<file path="src/fca_pkg.sv">
// Shared types, constants and control records of the allocation table core.
package fca_pkg;

	localparam int TABLE_ENTRIES_DEF = 8192;
	localparam int CMD_W = 3;
	localparam int DATA_W = 16;
	localparam int CNT_W = 14;
	localparam int ST_W = 2;
	localparam int S_TDATA_W = 40;
	localparam int M_TDATA_W = 32;

	localparam logic [DATA_W-1:0] END_MARK = 16'hFFFF;
	localparam logic [CNT_W-1:0] DBC_RESET = 14'd8192;

	typedef enum logic [CMD_W-1:0] {
		CMD_START  = 3'd0,
		CMD_NEXT   = 3'd1,
		CMD_FOLLOW = 3'd2,
		CMD_FREE   = 3'd3,
		CMD_COUNT  = 3'd4,
		CMD_LOAD   = 3'd5,
		CMD_READ   = 3'd6
	} cmd_t;

	typedef enum logic [ST_W-1:0] {
		ST_OK    = 2'd0,
		ST_FULL  = 2'd1,
		ST_RANGE = 2'd2
	} status_t;

	typedef enum logic [3:0] {
		S_CLEAR,
		S_IDLE,
		S_DECODE,
		S_SCAN_RD,
		S_SCAN_CHK,
		S_LINK_END,
		S_NEXT_CHK,
		S_READ_CHK,
		S_FREE_RD,
		S_FREE_CHK,
		S_DONE
	} state_t;

	typedef enum logic [2:0] {
		WR_NONE,
		WR_CLEAR,
		WR_PTR_END,
		WR_PTR_ZERO,
		WR_IDX_PTR,
		WR_IDX_VAL
	} wr_sel_t;

	typedef enum logic [1:0] {
		RD_NONE,
		RD_IDX,
		RD_PTR
	} rd_sel_t;

	typedef enum logic [2:0] {
		PTR_HOLD,
		PTR_ONE,
		PTR_IDX,
		PTR_RD,
		PTR_INC
	} ptr_sel_t;

	typedef enum logic [1:0] {
		LINK_HOLD,
		LINK_RD,
		LINK_PTR
	} link_sel_t;

	typedef struct packed {
		logic      load_in;
		wr_sel_t   wr_sel;
		rd_sel_t   rd_sel;
		ptr_sel_t  ptr_sel;
		link_sel_t link_sel;
		logic      cnt_inc;
		logic      st_en;
		status_t   st_val;
		logic      out_load;
	} ctl_t;

	typedef struct packed {
		cmd_t cmd;
		logic idx_in_range;
		logic idx_is_end;
		logic ptr_below_n;
		logic rd_zero;
		logic rd_end;
		logic clr_last;
		logic out_free;
	} sts_t;

	localparam ctl_t CTL_NONE = '{
		load_in:  1'b0,
		wr_sel:   WR_NONE,
		rd_sel:   RD_NONE,
		ptr_sel:  PTR_HOLD,
		link_sel: LINK_HOLD,
		cnt_inc:  1'b0,
		st_en:    1'b0,
		st_val:   ST_OK,
		out_load: 1'b0
	};

endpackage

</file>
<file path="src/fca_ctrl.sv">
// Controller state machine that sequences each command over the table datapath.
module fca_ctrl (
	input  logic          clk,
	input  logic          arst_n,
	input  logic          s_tvalid,
	output logic          s_tready,
	input  fca_pkg::sts_t sts,
	output fca_pkg::ctl_t ctl
);
	import fca_pkg::*;

	state_t state_q;
	state_t state_d;

	always_ff @(posedge clk or negedge arst_n) begin
		if (!arst_n) begin
			state_q <= S_CLEAR;
		end else begin
			state_q <= state_d;
		end
	end

	always_comb begin
		state_d = state_q;
		ctl = CTL_NONE;
		s_tready = 1'b0;
		case (state_q)
			S_CLEAR: begin
				ctl.wr_sel = WR_CLEAR;
				if (sts.clr_last) begin
					state_d = S_IDLE;
				end
			end
			S_IDLE: begin
				s_tready = 1'b1;
				if (s_tvalid) begin
					ctl.load_in = 1'b1;
					state_d = S_DECODE;
				end
			end
			S_DECODE: begin
				state_d = S_DONE;
				case (sts.cmd)
					CMD_START, CMD_COUNT: begin
						ctl.ptr_sel = PTR_ONE;
						state_d = S_SCAN_RD;
					end
					CMD_NEXT: begin
						if (!sts.idx_in_range) begin
							ctl.st_en = 1'b1;
							ctl.st_val = ST_RANGE;
						end else begin
							ctl.rd_sel = RD_IDX;
							state_d = S_NEXT_CHK;
						end
					end
					CMD_FOLLOW, CMD_READ: begin
						if (!sts.idx_in_range) begin
							ctl.st_en = 1'b1;
							ctl.st_val = ST_RANGE;
						end else begin
							ctl.rd_sel = RD_IDX;
							state_d = S_READ_CHK;
						end
					end
					CMD_FREE: begin
						if (sts.idx_is_end) begin
							state_d = S_DONE;
						end else if (!sts.idx_in_range) begin
							ctl.st_en = 1'b1;
							ctl.st_val = ST_RANGE;
						end else begin
							ctl.ptr_sel = PTR_IDX;
							state_d = S_FREE_RD;
						end
					end
					CMD_LOAD: begin
						if (!sts.idx_in_range) begin
							ctl.st_en = 1'b1;
							ctl.st_val = ST_RANGE;
						end else begin
							ctl.wr_sel = WR_IDX_VAL;
						end
					end
					default: begin
						state_d = S_DONE;
					end
				endcase
			end
			S_SCAN_RD: begin
				if (!sts.ptr_below_n) begin
					if (sts.cmd != CMD_COUNT) begin
						ctl.st_en = 1'b1;
						ctl.st_val = ST_FULL;
					end
					state_d = S_DONE;
				end else begin
					ctl.rd_sel = RD_PTR;
					state_d = S_SCAN_CHK;
				end
			end
			S_SCAN_CHK: begin
				if (sts.cmd == CMD_COUNT) begin
					ctl.cnt_inc = sts.rd_zero;
					ctl.ptr_sel = PTR_INC;
					state_d = S_SCAN_RD;
				end else if (!sts.rd_zero) begin
					ctl.ptr_sel = PTR_INC;
					state_d = S_SCAN_RD;
				end else if (sts.cmd == CMD_NEXT) begin
					ctl.wr_sel = WR_IDX_PTR;
					state_d = S_LINK_END;
				end else begin
					ctl.wr_sel = WR_PTR_END;
					ctl.link_sel = LINK_PTR;
					state_d = S_DONE;
				end
			end
			S_LINK_END: begin
				ctl.wr_sel = WR_PTR_END;
				ctl.link_sel = LINK_PTR;
				state_d = S_DONE;
			end
			S_NEXT_CHK: begin
				if (sts.rd_end) begin
					ctl.ptr_sel = PTR_ONE;
					state_d = S_SCAN_RD;
				end else begin
					ctl.link_sel = LINK_RD;
					state_d = S_DONE;
				end
			end
			S_READ_CHK: begin
				ctl.link_sel = LINK_RD;
				state_d = S_DONE;
			end
			S_FREE_RD: begin
				if (!sts.ptr_below_n) begin
					ctl.st_en = 1'b1;
					ctl.st_val = ST_RANGE;
					state_d = S_DONE;
				end else begin
					ctl.rd_sel = RD_PTR;
					state_d = S_FREE_CHK;
				end
			end
			S_FREE_CHK: begin
				if (sts.rd_zero) begin
					state_d = S_DONE;
				end else begin
					ctl.wr_sel = WR_PTR_ZERO;
					ctl.cnt_inc = 1'b1;
					if (sts.rd_end) begin
						state_d = S_DONE;
					end else begin
						ctl.ptr_sel = PTR_RD;
						state_d = S_FREE_RD;
					end
				end
			end
			S_DONE: begin
				if (sts.out_free) begin
					ctl.out_load = 1'b1;
					state_d = S_IDLE;
				end
			end
			default: begin
				state_d = S_IDLE;
			end
		endcase
	end
endmodule

</file>
<file path="config.mk">
export PLATFORM = sky130hd
export DESIGN_NAME = fca_ctrl
export DESIGN_NICKNAME = d
export VERILOG_FILES = /design/src/fca_pkg.sv /design/src/fca_ctrl.sv
export SDC_FILE = /design/constraint.sdc
export NUM_CORES = 1
export LEC_CHECK = 0
export CAP_MARGIN = 20
export CORE_MARGIN = 10
export CORE_UTILIZATION = 50
export CTS_CLUSTER_SIZE = 12
export DETAILED_ROUTE_END_ITERATION = 12
export DONT_BUFFER_PORTS = 1
export PLACE_DENSITY = 0.71
export SLEW_MARGIN = 20
export SYNTH_ARGS = -nofsm -noshare
export SYNTH_HDL_FRONTEND = slang
export SYNTH_SLANG_ARGS = --single-unit
</file>
<file path="constraint.sdc">
create_clock -name clk -period 2.9 [get_ports clk]
set_input_delay 0.58 -clock clk [delete_from_list [all_inputs] [get_ports clk]]
set_output_delay 0.58 -clock clk [all_outputs]
set_load 0.01 [all_outputs]
</file>
## Word-level counts from Yosys, hierarchy flattened

Index checks and enable logic that the tools add are counted.

| operators by class | value |
|---|---|
| eq/ne operators | 20 |
| multiplexer cells | 57 |
| reduce and logical (&&, ||, !) cells | 9 |

Operators by type and width:

| kind | count |
|---|---|
| 2-to-1 mux 4 bit | 10 |
| one-hot mux 4 bit (10 select lines) | 1 |
| 2-to-1 mux 3 bit | 12 |
| 2-to-1 mux 2 bit | 15 |
| == test 4 x 3 -> 1 bit, second input constant | 4 |
| one-hot mux 4 bit (4 select lines) | 1 |
| one-hot mux 3 bit (5 select lines) | 1 |
| == test 4 bit, second input constant | 3 |
| one-hot mux 3 bit (4 select lines) | 1 |
| 2-to-1 mux 1 bit | 10 |
| == test 3 bit, second input constant | 3 |
| one-hot mux 3 bit (3 select lines) | 1 |
| == test 4 x 2 -> 1 bit, second input constant | 2 |
| one-hot mux 2 bit (2 select lines) | 2 |
| one-hot mux 2 bit (4 select lines) | 1 |
| OR reduction 2 bit | 4 |
| == test 3 x 2 -> 1 bit, second input constant | 2 |
| inequality test 2 bit, second input constant | 3 |
| one-hot mux 3 bit (2 select lines) | 1 |
| == test 4 x 1 -> 1 bit, second input constant | 1 |
| zero test 4 bit | 1 |
| OR reduction 4 bit | 1 |
| == test 3 x 1 -> 1 bit, second input constant | 1 |
| zero test 3 bit | 1 |
| other kinds (4) | 4 |

| storage, ports and cells | value |
|---|---|
| flip-flop bits (word level) | 4 |
| output and inout port bits | 17 |
| word-level logic and storage cells | 87 |

## Depth between registers and ports, before layout

Gate-level depths: netlist of run 1.

| depth | value |
|---|---|
| depth in word-level cells | 5 |
| gate-level depth with buffers | 6 |
| gate-level depth less buffers | 4 |

## Worst setup path before layout of run 1

No wires, ideal clock.

| timing | value |
|---|---|
| kind | input -> output |
| start point | input sts[9] (netlist name) |
| end point | output ctl[13] (netlist name) |
| data arrival time | 1,412 ps |
| required time | 2,320 ps |
| path slack | 908 ps |
| cell stages on the path | 5 |
| path buffers | 1 |
| cells stage by stage | buf_6 > xnor2_1 > o21a_1 > nor2_1 > o31ai_1 |

RTL lines:

| what | RTL line | source |
|---|---|---|
| start, declared | fca_ctrl.sv:7 | `input fca_pkg::sts_t sts,` |
| end, declared | fca_ctrl.sv:8 | `output fca_pkg::ctl_t ctl` |

==> impl_metrics.yaml, run 1 <==
logic_synthesis:
  syn_nets: 124
  synthFlopType: "dfrtp_1"
  ys_ff_latch: 4
  synth_top_area_share_pct: 12.86
  syn_avg_cell_area_um2: 7.011
  synthTopCellsByArea: "dfrtp_1, nor2_1, nand2_1"
  netlist_area_um2: 778.2
  async_flop_share_pct: 100.0
  ys_warn_count: 0
  syn_inst: 111
  seq_area_frac_synth_pct: 12.86
  synth_top_area_cell: "dfrtp_1"
  synth_enable_flop_cells: 0
  synthDistinctLibCells: 46
global_route:
  grt_pass1_vias: 726
  grtUsageTotal_pct: 11.82
  grt_max_degree: 20
  grt_pass1_wl_um: 3387
  grt_util_met1_pct: 13.03
  grt.busiest_layer: "met2"
  use_met2_pct: 17.68
  overflow: 0
  use_met3_pct: 6.438
  antenna_found_initial: 0
sta:
  fin_crit_sh_pct: 89.64
  clock_skew_ns: 0.003698
  hold_viol: 0
  finalMaxSlewViolations: 0
  finalCriticalPeriod_ns: 2.599
  worst_pin_slew_ns: 0.5694
  fmax_ghz: 0.3847
  finalSetupTns_ns: 0
  rsz0062_at_grt: "false"
  timing.slew.headroom_pct: 62.04
  setup_violations: 0
finish:
  drive_above_1_share_pct: 8.654
  area_growth_pct: -2.251
  final_common_cell: "nor2_1"
  mostFrequentLayoutCells: "nor2_1, nand2_1, nor2b_1, a21oi_1, o21ai_0"
  instances_no_fill: 120
  nets: 119
  reg_top3: "state_q x4"
  fill_cells: 166
  antenna_cells: 0
  largest_reg_flops: 4
  top_register: "state_q"
setup_path:
  rrSetupSlack_ns: 1.16
  crit_path_start: "state_q[1]"
  arrival_ns: 2.02
  critPathLaunchType: "flop"
  worstPathMaxFanout: 18
  crit_end: "ctl[14]"
  r2r-start: "state_q[0]"
  rr_worst_depth: 3
  worst-setup-path-type: "flop to output pin"
  end_kind: "output pin"
  worstReg2RegEnd: "state_q[1]"
  required_ns: 2.32
clock_tree:
  cts_htree_levels: 1
  ctsResizeCount: 0
  postCtsSetupRepairBufs: 0
  clk_latency_ns: 0.23
  hold_buffers: 0
  path_clk_slew_ns: 0.04
  cts.path.max_buffers: 2
  numCtsBuffers: 3
  cts.sinks: 4
  cts_tree: "built"
  cts_root_buffer: "clkbuf_4"
flow_run:
  maxCapViolCount: 0
detailed_routing:
  vias: 788
  wl_per_cell_um: 18.26
  vias_per_cell: 6.567
  first_pass_iters: 4
  drt_iter0_markers: 27
  drt_wl_total_um: 2191
  antenna_left: 0
  drc: 0
power_and_ir_drop:
  power.density_nw_per_um2: 802.3
  peakVddDrop_v: 0.0002995
  p_leak_nw: 0.2715
placement:
  io_buffers: 0
  gp_congestion: 0.8561
  dp_cells: 117
  dpl.hpwl_um: 1721
die:
  fp-row-count: 14
  io_pins: 30
  core_um2: 1489
  start_util_pct: 52.27
  die_w_um: 59.45
  dieArea_um2: 3534
  die_h_um: 59.45
hold_path:
  hold_class: "input pin to async pin"
run_status:
  status: "finished clean"
-- cell usage after synthesis, types with 2 or more instances --
library cell / number
o31ai_1: 2
o21ai_1: 2
nand2_1: 11
nand3_1: 3
and2_1: 2
and4b_1: 2
buf_4: 3
or3_1: 2
o22ai_1: 3
buf_2: 6
a21oi_1: 6
o211ai_1: 3
nor3b_1: 2
o21ai_0: 5
mux2i_1: 3
dfrtp_1: 4
nor2_1: 15
nand2b_1: 4
nor2b_1: 6
-- layout make-up --
type | count | area (um2) | share of cell area (%)
tap | 16 | 20.02 | 2.632
timing repair buffer | 1 | 7.507 | 0.9868
sequential | 4 | 100.1 | 13.16
clock buffer | 3 | 22.52 | 2.961
multi-input combinational | 96 | 610.6 | 80.26
-- worst min path at each step --
stage                       from    endpoint  slack (ns)  depth (start not counted)
after CTS                 arst_n  state_q[2]        0.04                          0
after floorplan           arst_n  state_q[0]        0.28                          0
final                     arst_n  state_q[2]        0.04                          0
after global routing      arst_n  state_q[0]        0.02                          0
after global placement    arst_n  state_q[3]        0.28                          0
after detailed placement  arst_n  state_q[3]        0.28                          0
-- report_power, final --
| group | internal [W] | switching, W | total, W |
|---|---|---|---|
| Combinational | 0.000163 | 0.000206 | 0.000369 |
| Sequential | 0.0000778 | 0.0000961 | 0.000174 |
| Clock | 0.0000462 | 0.0000211 | 0.0000673 |
-- kinds of logic after synthesis --
| kind of cell | share of synthesized area [%] |
|---|---|
| AOI/OAI and AO/OA | 27.17 |
| xor gates and xnor gates | 1.126 |
| buffers and inverters | 8.681 |
| DFF | 12.86 |
| muxes | 5.306 |
| and+or+nand+nor | 44.85 |
-- metrics by stage --
step	hold slack (ns)	total power, W	util (%)	setup WS, ns	cell area [um2]
detailed placement	0.2845	0.0005404	49.58	0.5512	738.2
global route	0.02358	0.0006733	51.09	0.1417	760.7
global placement	0.2845	0.0005326	49.58	0.6156	738.2
floorplan	0.2844	0.0004966	-	0.9079	778.2
CTS	0.03571	0.0006122	51.09	0.2992	760.7
finish	0.04395	0.0006104	51.09	0.3006	760.7
-- worst max-delay path, cell delays in order, from the launching register on --
cell and delay, ns:
dfrtp_1 0.69, nor2b_2 0.35, nand3_1 0.19, mux2_2 0.32, nor3b_2 0.25
-- layer usage --
metal / part of all wire [%] / vias to the layer above
met5: 0 / -
met4: 0.78 / 0
met3: 14 / 2
met2: 45 / 35
met1: 40 / 356
li1: - / 395
No activity file was read; power rests on OpenSTA's default activity.
==> run 2: changes to the inputs <==
BUFFER_PORTS_ARGS = -buffer_cell sky130_fd_sc_hd__buf_2   (was not set)
DONT_BUFFER_PORTS = not set   (was 1)
GPL_TIMING_DRIVEN = 0   (was not set)
PLACE_DENSITY = 0.87   (was 0.71)
==> run 2 against run 1 <==
Compared with the run above:
- clock skew up 0.0027 ns
- maximum frequency up 3.1%
- global-route usage up 2.4 points
- critical endpoint unchanged
- highest routed layer unchanged
- largest power group unchanged
- cell count up 31%
- sequential share of layout area down 2.7 points
- cell area up 26%
- utilization up 13 points
- clock-buffer cell count unchanged
- via count up 21%
- clock power up 9.8%
==> impl_metrics.yaml, run 2 (synthesis results as in run 1) <==
placement:
  dp_slack_ns: 0.5766
  gp_congestion: 0.9306
  dpl.hpwl_um: 2016
  io_buffers: 27
  placed_cell_area_um2: 933.4
power_and_ir_drop:
  p_leak_nw: 0.4446
  power.density_nw_per_um2: 762.6
  peakVddDrop_v: 0.0003526
global_route:
  grtUsageTotal_pct: 14.21
  antenna_found_initial: 0
  grt_max_degree: 11
  use_met2_pct: 22.59
  grt.busiest_layer: "met2"
  use_met3_pct: 5.150
  grt_pass1_wl_um: 4126
  overflow: 0
  grt_pass1_vias: 958
  grt_util_met1_pct: 16.63
sta:
  worst_pin_slew_ns: 0.4271
  setup_violations: 0
  fmax_ghz: 0.3965
  fin_crit_sh_pct: 86.97
  timing.slew.headroom_pct: 71.53
  finalCriticalPeriod_ns: 2.522
  rsz0062_at_grt: "false"
  worst_slack_ns: 0.3778
  clock_skew_ns: 0.006360
  hold_viol: 0
  finalSetupTns_ns: 0
  finalMaxSlewViolations: 0
finish:
  antenna_cells: 0
  reg_top3: "state_q x4"
  mostFrequentLayoutCells: "buf_2, nor2_1, nand2_1"
  largest_reg_flops: 4
  drive_above_1_share_pct: 31.91
  area_growth_pct: 22.83
  final_common_cell: "buf_2"
  top_register: "state_q"
  final_area_um2: 955.9
  nets: 156
clock_tree:
  cts_htree_levels: 1
  path_clk_slew_ns: 0.04
  hold_buffers: 0
  cts.sinks: 4
  cts.path.max_buffers: 2
  numCtsBuffers: 3
  clk_latency_ns: 0.25
  postCtsSetupRepairBufs: 0
  cts_tree: "built"
  cts_root_buffer: "clkbuf_4"
  ctsResizeCount: 0
setup_path:
  required_ns: 2.32
  path_delay_family: "simple AND/OR/NAND/NOR gates"
  critPathLaunchType: "flop"
  cp_slowest_stage_delay_ns: 0.44
  crit_slowest_cell: "dfrtp_1"
  end_kind: "output pin"
  worstPathMaxFanout: 5
  worst-setup-path-type: "flop to output pin"
  path_buf_inv: 1
  arrival_ns: 1.94
  crit_chain: "nor2_1 > nand3_1 > mux2_2 > nor3b_2 > buf_2"
die:
  core_um2: 1489
  start_util_pct: 52.27
  dieArea_um2: 3534
  die_h_um: 59.45
  fp-row-count: 14
  io_pins: 30
  die_w_um: 59.45
detailed_routing:
  drc: 0
  vias_per_cell: 6.096
  wl_per_cell_um: 15.86
  vias: 957
  first_pass_iters: 4
  antenna_left: 0
  drt_iter0_markers: 38
  drt_wl_total_um: 2490
flow_run:
  maxCapViolCount: 0
hold_path:
  hold_class: "input pin to async pin"
run_status:
  status: "finished clean"
-- run 2: per-stage QoR --
step	hold slack (ns)	util, %	std cells	total power (W)
after CTS	0.1239	64.20	157	0.0007246
after global routing	0.1244	64.20	157	0.0007934
after global placement	0.3815	62.69	154	0.0006357
after floorplan	0.2844	-	111	0.0004966
after detailed placement	0.3853	62.69	154	0.0006496
final	0.1249	64.20	157	0.0007289
-- run 2: path summary, 6_finish.rpt --
kind,from,to,slack [ns],cells after the start
worst max-delay path,state_q[3],ctl[14],0.38,5
worst min-delay path,arst_n,state_q[3],0.12,1
worst max register to register,state_q[3],state_q[1],1.39,5
worst min register to register,state_q[2],state_q[0],0.72,2
max in group asynchronous,arst_n,state_q[0],2.65,1
min in group clk,sts[4],state_q[2],0.70,2
-- run 2: metal layers --
metal	share of wire, %	vias to the layer above
met3	13	5
met1	40	425
met4	1.6	0
met5	0	-
li1	-	464
met2	45	63
-- run 2: layout make-up --
| class | instances | area, um2 |
|---|---|---|
| multi-input combinational | 96 | 610.6 |
| fill | 146 | 533.0 |
| timing repair buffer | 27 | 135.1 |
| sequential | 4 | 100.1 |
| buffer | 11 | 67.56 |
| clock buffer | 3 | 22.52 |
| tap | 16 | 20.02 |
-- run 2: power breakdown --
| group | internal, W | switching, W |
|---|---|---|
| Combinational | 0.000229 | 0.000326 |
| Sequential | 0.0000790 | 0.0000202 |
| Clock | 0.0000466 | 0.0000273 |
| Total | 0.000355 | 0.000374 |
